--- config.mk ---
export PLATFORM = sky130hd
export DESIGN_NAME = u8d_merge
export DESIGN_NICKNAME = d
export VERILOG_FILES = /design/src/hdl/utf8_sequence_decoder_defines.svh /design/src/hdl/u8d_pkg.sv /design/src/hdl/u8d_merge.sv
export SDC_FILE = /design/constraint.sdc
export NUM_CORES = 1
export LEC_CHECK = 0
export BUFFER_PORTS_ARGS = -buffer_cell sky130_fd_sc_hd__buf_2
export CORE_MARGIN = 2
export CORE_UTILIZATION = 51
export DETAILED_ROUTE_END_ITERATION = 10
export PLACE_DENSITY = 0.9
export SLEW_MARGIN = 20
export SYNTH_ARGS = -nofsm -noshare
export SYNTH_HDL_FRONTEND = slang
export SYNTH_SLANG_ARGS = --single-unit
--- constraint.sdc ---
create_clock -name vclk -period 5.25
set_input_delay 0.525 -clock vclk [all_inputs]
set_output_delay 0.525 -clock vclk [all_outputs]
set_load 0.05 [all_outputs]
--- src/hdl/utf8_sequence_decoder_defines.svh ---
// ============================================================================
// utf8_sequence_decoder assertion macros
// Concurrent assertion helpers, compiled out when ASSERT_OFF is defined.
// ============================================================================
`ifndef UTF8_SEQUENCE_DECODER_DEFINES_SVH
`define UTF8_SEQUENCE_DECODER_DEFINES_SVH

`ifndef ASSERT_OFF
// property must hold at every clock edge out of reset
`define ASSERT_CLK(label, clk, rst_n, prop) \
    label: assert property (@(posedge clk) disable iff (!rst_n) (prop)) \
        else $error("assertion failed");
// expression must never be true out of reset
`define ASSERT_NEVER(label, clk, rst_n, expr) \
    label: assert property (@(posedge clk) disable iff (!rst_n) !(expr)) \
        else $error("forbidden condition seen");
`else
`define ASSERT_CLK(label, clk, rst_n, prop)
`define ASSERT_NEVER(label, clk, rst_n, expr)
`endif

`endif

--- src/hdl/u8d_pkg.sv ---
// ============================================================================
// u8d_pkg
// Types, constants and decode helpers of the UTF-8 sequence decoder.
// ============================================================================
`default_nettype none

package u8d_pkg;

    localparam int WIN_BYTES = 6;            // bytes in the input window
    localparam int WIN_CONT  = WIN_BYTES - 1; // continuation slots
    localparam int CONT_BITS = 6;
    localparam int CP_W      = 31;
    localparam int LEN_W     = 3;
    localparam int ONES_W    = 4;            // leading-ones count, 0..8

    localparam logic [1:0] CONT_TAG = 2'b10;

    typedef enum logic [2:0] {
        ST_OK       = 3'd0,
        ST_EMPTY    = 3'd1,
        ST_BAD_LEAD = 3'd2,
        ST_SHORT    = 3'd3,
        ST_BAD_CONT = 3'd4
    } t_status;

    // per-lane finding on one continuation byte
    typedef struct packed {
        logic                 ok;
        logic [CONT_BITS-1:0] bits;
    } t_lane_res;

    typedef struct packed {
        logic [LEN_W-1:0] len;
        logic [CP_W-1:0]  cp;
        t_status          status;
    } t_result;

    // run of ones from the MSB down
    function automatic logic [ONES_W-1:0] lead_ones(input logic [7:0] b);
        logic [ONES_W-1:0] n;
        n = ONES_W'(8);
        for (int k = 7; k >= 0; k--) begin
            if (!b[k] && n == ONES_W'(8)) begin
                n = ONES_W'(7 - k);
            end
        end
        return n;
    endfunction

    // payload bits of the lead byte: low (7 - ones) bits
    function automatic logic [6:0] lead_mask(input logic [ONES_W-1:0] ones);
        logic [6:0] m;
        unique case (ones)
            4'd0:    m = 7'h7F;
            4'd1:    m = 7'h3F;
            4'd2:    m = 7'h1F;
            4'd3:    m = 7'h0F;
            4'd4:    m = 7'h07;
            4'd5:    m = 7'h03;
            4'd6:    m = 7'h01;
            default: m = 7'h00;
        endcase
        return m;
    endfunction

endpackage

`default_nettype wire

--- src/hdl/u8d_merge.sv ---
// ============================================================================
// u8d_merge
// Decodes the lead byte and merges lane findings into length, code point
// and status.
// ============================================================================
`default_nettype none

module u8d_merge
    import u8d_pkg::*;
#(
    parameter int MAX_SEQ_BYTES = 6,
    parameter int LANES         = MAX_SEQ_BYTES - 1
) (
    input  wire logic [7:0]  i_lead,
    input  wire logic [2:0]  i_avail,
    input  wire t_lane_res [LANES-1:0] i_lanes,
    output t_result          o_result
);

    logic [ONES_W-1:0] ones;
    logic [LEN_W-1:0]  avail_c;
    logic [LEN_W-1:0]  need;
    logic              bad_lead;
    logic              bad_cont;
    logic [CP_W-1:0]   cp;

    always_comb begin
        ones     = lead_ones(i_lead);
        avail_c  = (i_avail > LEN_W'(WIN_BYTES)) ? LEN_W'(WIN_BYTES) : i_avail;
        need     = (ones == '0) ? LEN_W'(1) : ones[LEN_W-1:0];
        bad_lead = (ones == ONES_W'(1)) || (ones > ONES_W'(MAX_SEQ_BYTES));

        // lanes past the sequence length are ignored
        bad_cont = 1'b0;
        cp       = CP_W'(i_lead[6:0] & lead_mask(ones));
        for (int i = 0; i < LANES; i++) begin
            if (LEN_W'(i + 1) < need) begin
                if (!i_lanes[i].ok) begin
                    bad_cont = 1'b1;
                end
                cp = {cp[CP_W-CONT_BITS-1:0], i_lanes[i].bits};
            end
        end

        o_result.len = '0;
        o_result.cp  = '0;
        priority if (i_avail == '0) begin
            o_result.status = ST_EMPTY;
        end else if (bad_lead) begin
            o_result.status = ST_BAD_LEAD;
        end else if (avail_c < need) begin
            o_result.status = ST_SHORT;
        end else if (bad_cont) begin
            o_result.status = ST_BAD_CONT;
        end else begin
            o_result.status = ST_OK;
            o_result.len    = need;
            o_result.cp     = cp;
        end
    end

endmodule

`default_nettype wire

Yosys cells after proc, flatten, opt, wreduce, memory -nomap -nowiden
Cells that the tools add are included.
- input bits: 46
- flip-flop bits (word level): 0
- $lt $le $gt $ge: 8
- bitwise gates (word level): 1
- mux-type cells: 34
- reductions and logical operators: 17
- equal/unequal tests: 13
- operator list (operator ; count):
    $mux 34 ; 4
    $mux 31 ; 4
    $pmux 7 s7 ; 1
    $mux 4 ; 8
    $eq 4x4->1 const B ; 7
    $mux 3 ; 6
    $mux 13 ; 1
    $eq 4x3->1 const B ; 3
    $mux 1 ; 10
    $eq 4x2->1 const B ; 2
    $and 7x7->7 ; 1
    $logic_and 1x1->1 ; 7
    $logic_not 1->1 ; 7
    $lt 2x3->1 const A ; 2
    $lt 3x3->1 const A ; 2
    $eq 4x1->1 const B ; 1
    $gt 4x3->1 const B ; 1
    $logic_not 4->1 ; 1
    $gt 3x3->1 const B ; 1
    $logic_not 3->1 ; 1
    $lt 1x3->1 const A ; 1
    $lt 3x3->1 ; 1
    $logic_or 1x1->1 ; 1

Depth between registers and ports, before layout
- depth in word-level cells: 38
- gate-level depth with buffers: 12
- gate-level depth less buffers: 9

Worst setup path after synthesis
OpenSTA, ideal clock, no wires.
- path kind: input to output
- start point: input port i_lead[7]
- end point: output port o_result[27] (netlist bit)
- buffers on the path: 2
- setup slack: 0.544 ns
- arrival: 4.181 ns
- data required time: 4.725 ns
- cell stages on the path: 11
- path through: buf_2 > nand4_1 > clkbuf_1 > nor2_1 > inv_1 > ha_1 > o21a_1 > nand2_1 > o311ai_1 > nand4b_4 > nor4_1
- RTL lines (what ; line ; RTL):
    start, declared ; u8d_merge.sv:14 ; input wire logic [7:0] i_lead,
    end, declared ; u8d_merge.sv:17 ; output t_result o_result

==> run summary <==
Die Y-Extent: 58.4 um
Fill cells: 275
drt first pass iters: 5
final worst-path cycle share: 87.8%
Leakage: 0.819 nW
M3 GR Usage: 2.42%
num sequential: 0
total power: 0.172 mW
most frequent cells in the layout: buf_2 (83), nand2_1 (30), nor2_1 (28)
Peak Freq: 0.217 GHz
worst vdd ir: 0.0000840 V
GPL Wtd Cong: 0.936
final design area excluding fillers: 1860 um2
cts hold-fix bufs: 0
Final ANT Viol Nets: 0
register area share after synthesis: 0%
Hold Fails Final Rpt: 0
WL per Instance: 16.4 um
Global Route Usage Sum: 32.1%
drt initial violations: 166
Max Fanout on Critical Path: 32
worst hold slack: 1.44 ns
detailed-route via count: 2250
post-CTS setup buffer count: 0
CP arrival: 4.09 ns
Critical Path Start Type: input port
Tightest Pin Transition: 0.665 ns
post-DP HPWL: 4170 um
final setup vio count: 0
Die ar.: 3410 um2
IO Count: 83
Synth cell types: 54
Simple-Gate Fraction of Synth Area: 36.7%
Synth Area per Inst: 6.09 um2
Area Overhead vs Synth: 23.4%
clock buffers: 0
post-synth net total: 296
GR peak layer: met2
GRT Residual Overflow: 0
Mapped Area: 1510 um2
ranking of synthesized cells by area: a21oi_1 (8.0%), nand2_1 (7.5%), nor2_1 (7.0%)
Crit. End Element: primary output
Row Count: 19
fraction of layout cells with a size suffix above 1: 34.3%
Gates resized, CTS repair: 0
Final TNS setup: 0 ns
GR Util met2: 54.7%
vias in the first global route: 1924
Slew Viols, Final: 0
vias per cell: 6.62
Core Util, Final: 67.0%
Diodes inserted: 0
initial antenna violation count: 0
post-place instance area: 1860 um2
post-synthesis cell count: 248
status: finished clean
die outline width: 58.4 um
# Max-Cap Violations: 0
Final nets: 359
Compound-Gate Fraction of Synth Area: 48.6%
Synth Area in Adders: 1.66%
Setup CP Type: input port to primary output
largest family of logic cells by synthesized area: compound AO/OA/AOI/OAI gates
leading area contributor after synthesis: a21oi_1
Pwr per Cell Area: 92.3 nW/um2
largest net degree at the start of global routing: 33
DR DRC count: 0
first-pass GRT wire length: 8960 um
PortBufs: 83
commonest non-fill, non-tap cell in the layout: buf_2
sequential cell area: 0 um2
Tmin final: 4.61 ns
Synth Area in XOR/XNOR: 0%
multiplexer share of the synthesized area: 1.33%
worst hold path type: input port to primary output
RSZ-0062 raised after global routing: false
Slew headroom: 55.0%
top-area cell type share of the netlist area: 7.95%
Ys Warns: 0
global-route track usage on met1: 44.8%
critical path required time: 4.72 ns
core area: 2780 um2
WL final: 5570 um
Starting Density: 54.3%
-- layer usage --
metal  routed length [um]  up-vias
li1                     -     1067
met1                 2330     1042
met2                 2670      139
met3                  558        2
met4                   11        0
met5                    0        -
-- where the power goes --
group | total, mW | internal (mW) | switching [mW]
Combinational | 0.172 | 0.0508 | 0.121
Sequential | 0 | 0 | 0
Clock | 0 | 0 | 0
-- cell usage after synthesis (4+ instances only) --
cell type  count
nor2_1        28
clkbuf_1      15
o21ai_0       17
buf_6          4
nand4_1        5
nand3_1       10
o21a_1         5
nand2b_1       4
a211oi_2       5
nand2_1       30
buf_2          6
inv_1          9
a21oi_1       24
a31oi_1        8
nor2b_1        4
nor3_2         5
o221ai_1       4
nor3_1         5
a22oi_1        4
-- worst max-delay path: stages --
cell and delay (ns):
buf_2 0.41, nand4_1 0.18, nor2_1 0.35, inv_1 0.23, ha_1 0.33, o21a_1 0.13, nand2_1 0.05, o311ai_1 0.57
nand4b_4 0.51, buf_4 0.36, a31oi_1 0.15, buf_2 0.28
-- stage by stage --
step,setup slack [ns],instances
6_report,0.639,340
5_1_grt,0.362,340
4_1_cts,0.693,340
3_5_place_dp,0.687,340
3_3_place_gp,0.766,340
2_1_floorplan,0.544,248
-- logic make-up (layout without fill, tap and decap cells) --
logic type                 after synthesis  in the layout
and+or+nand+nor                        106            106
AOI/OAI and AO/OA                      102            102
buffers and inverters                   36             97
adders and majority gates                2              2
muxes                                    2              2
-- worst paths after layout --
| kind | start | to | slack, ns | cells past startpoint |
|---|---|---|---|---|
| max | i_lead[5] | o_result[10] | 0.64 | 12 |
| min | i_lanes[32] | o_result[7] | 1.44 | 4 |
-- layout make-up --
| class | count | area, um2 | share of cell area (%) |
|---|---|---|---|
| multi-input cells | 212 | 1340 | 71.8 |
| repair buffers | 88 | 453 | 24.3 |
| well taps | 31 | 38.8 | 2.08 |
| inverters | 9 | 33.8 | 1.81 |
(Power assumes the default switching activity.)
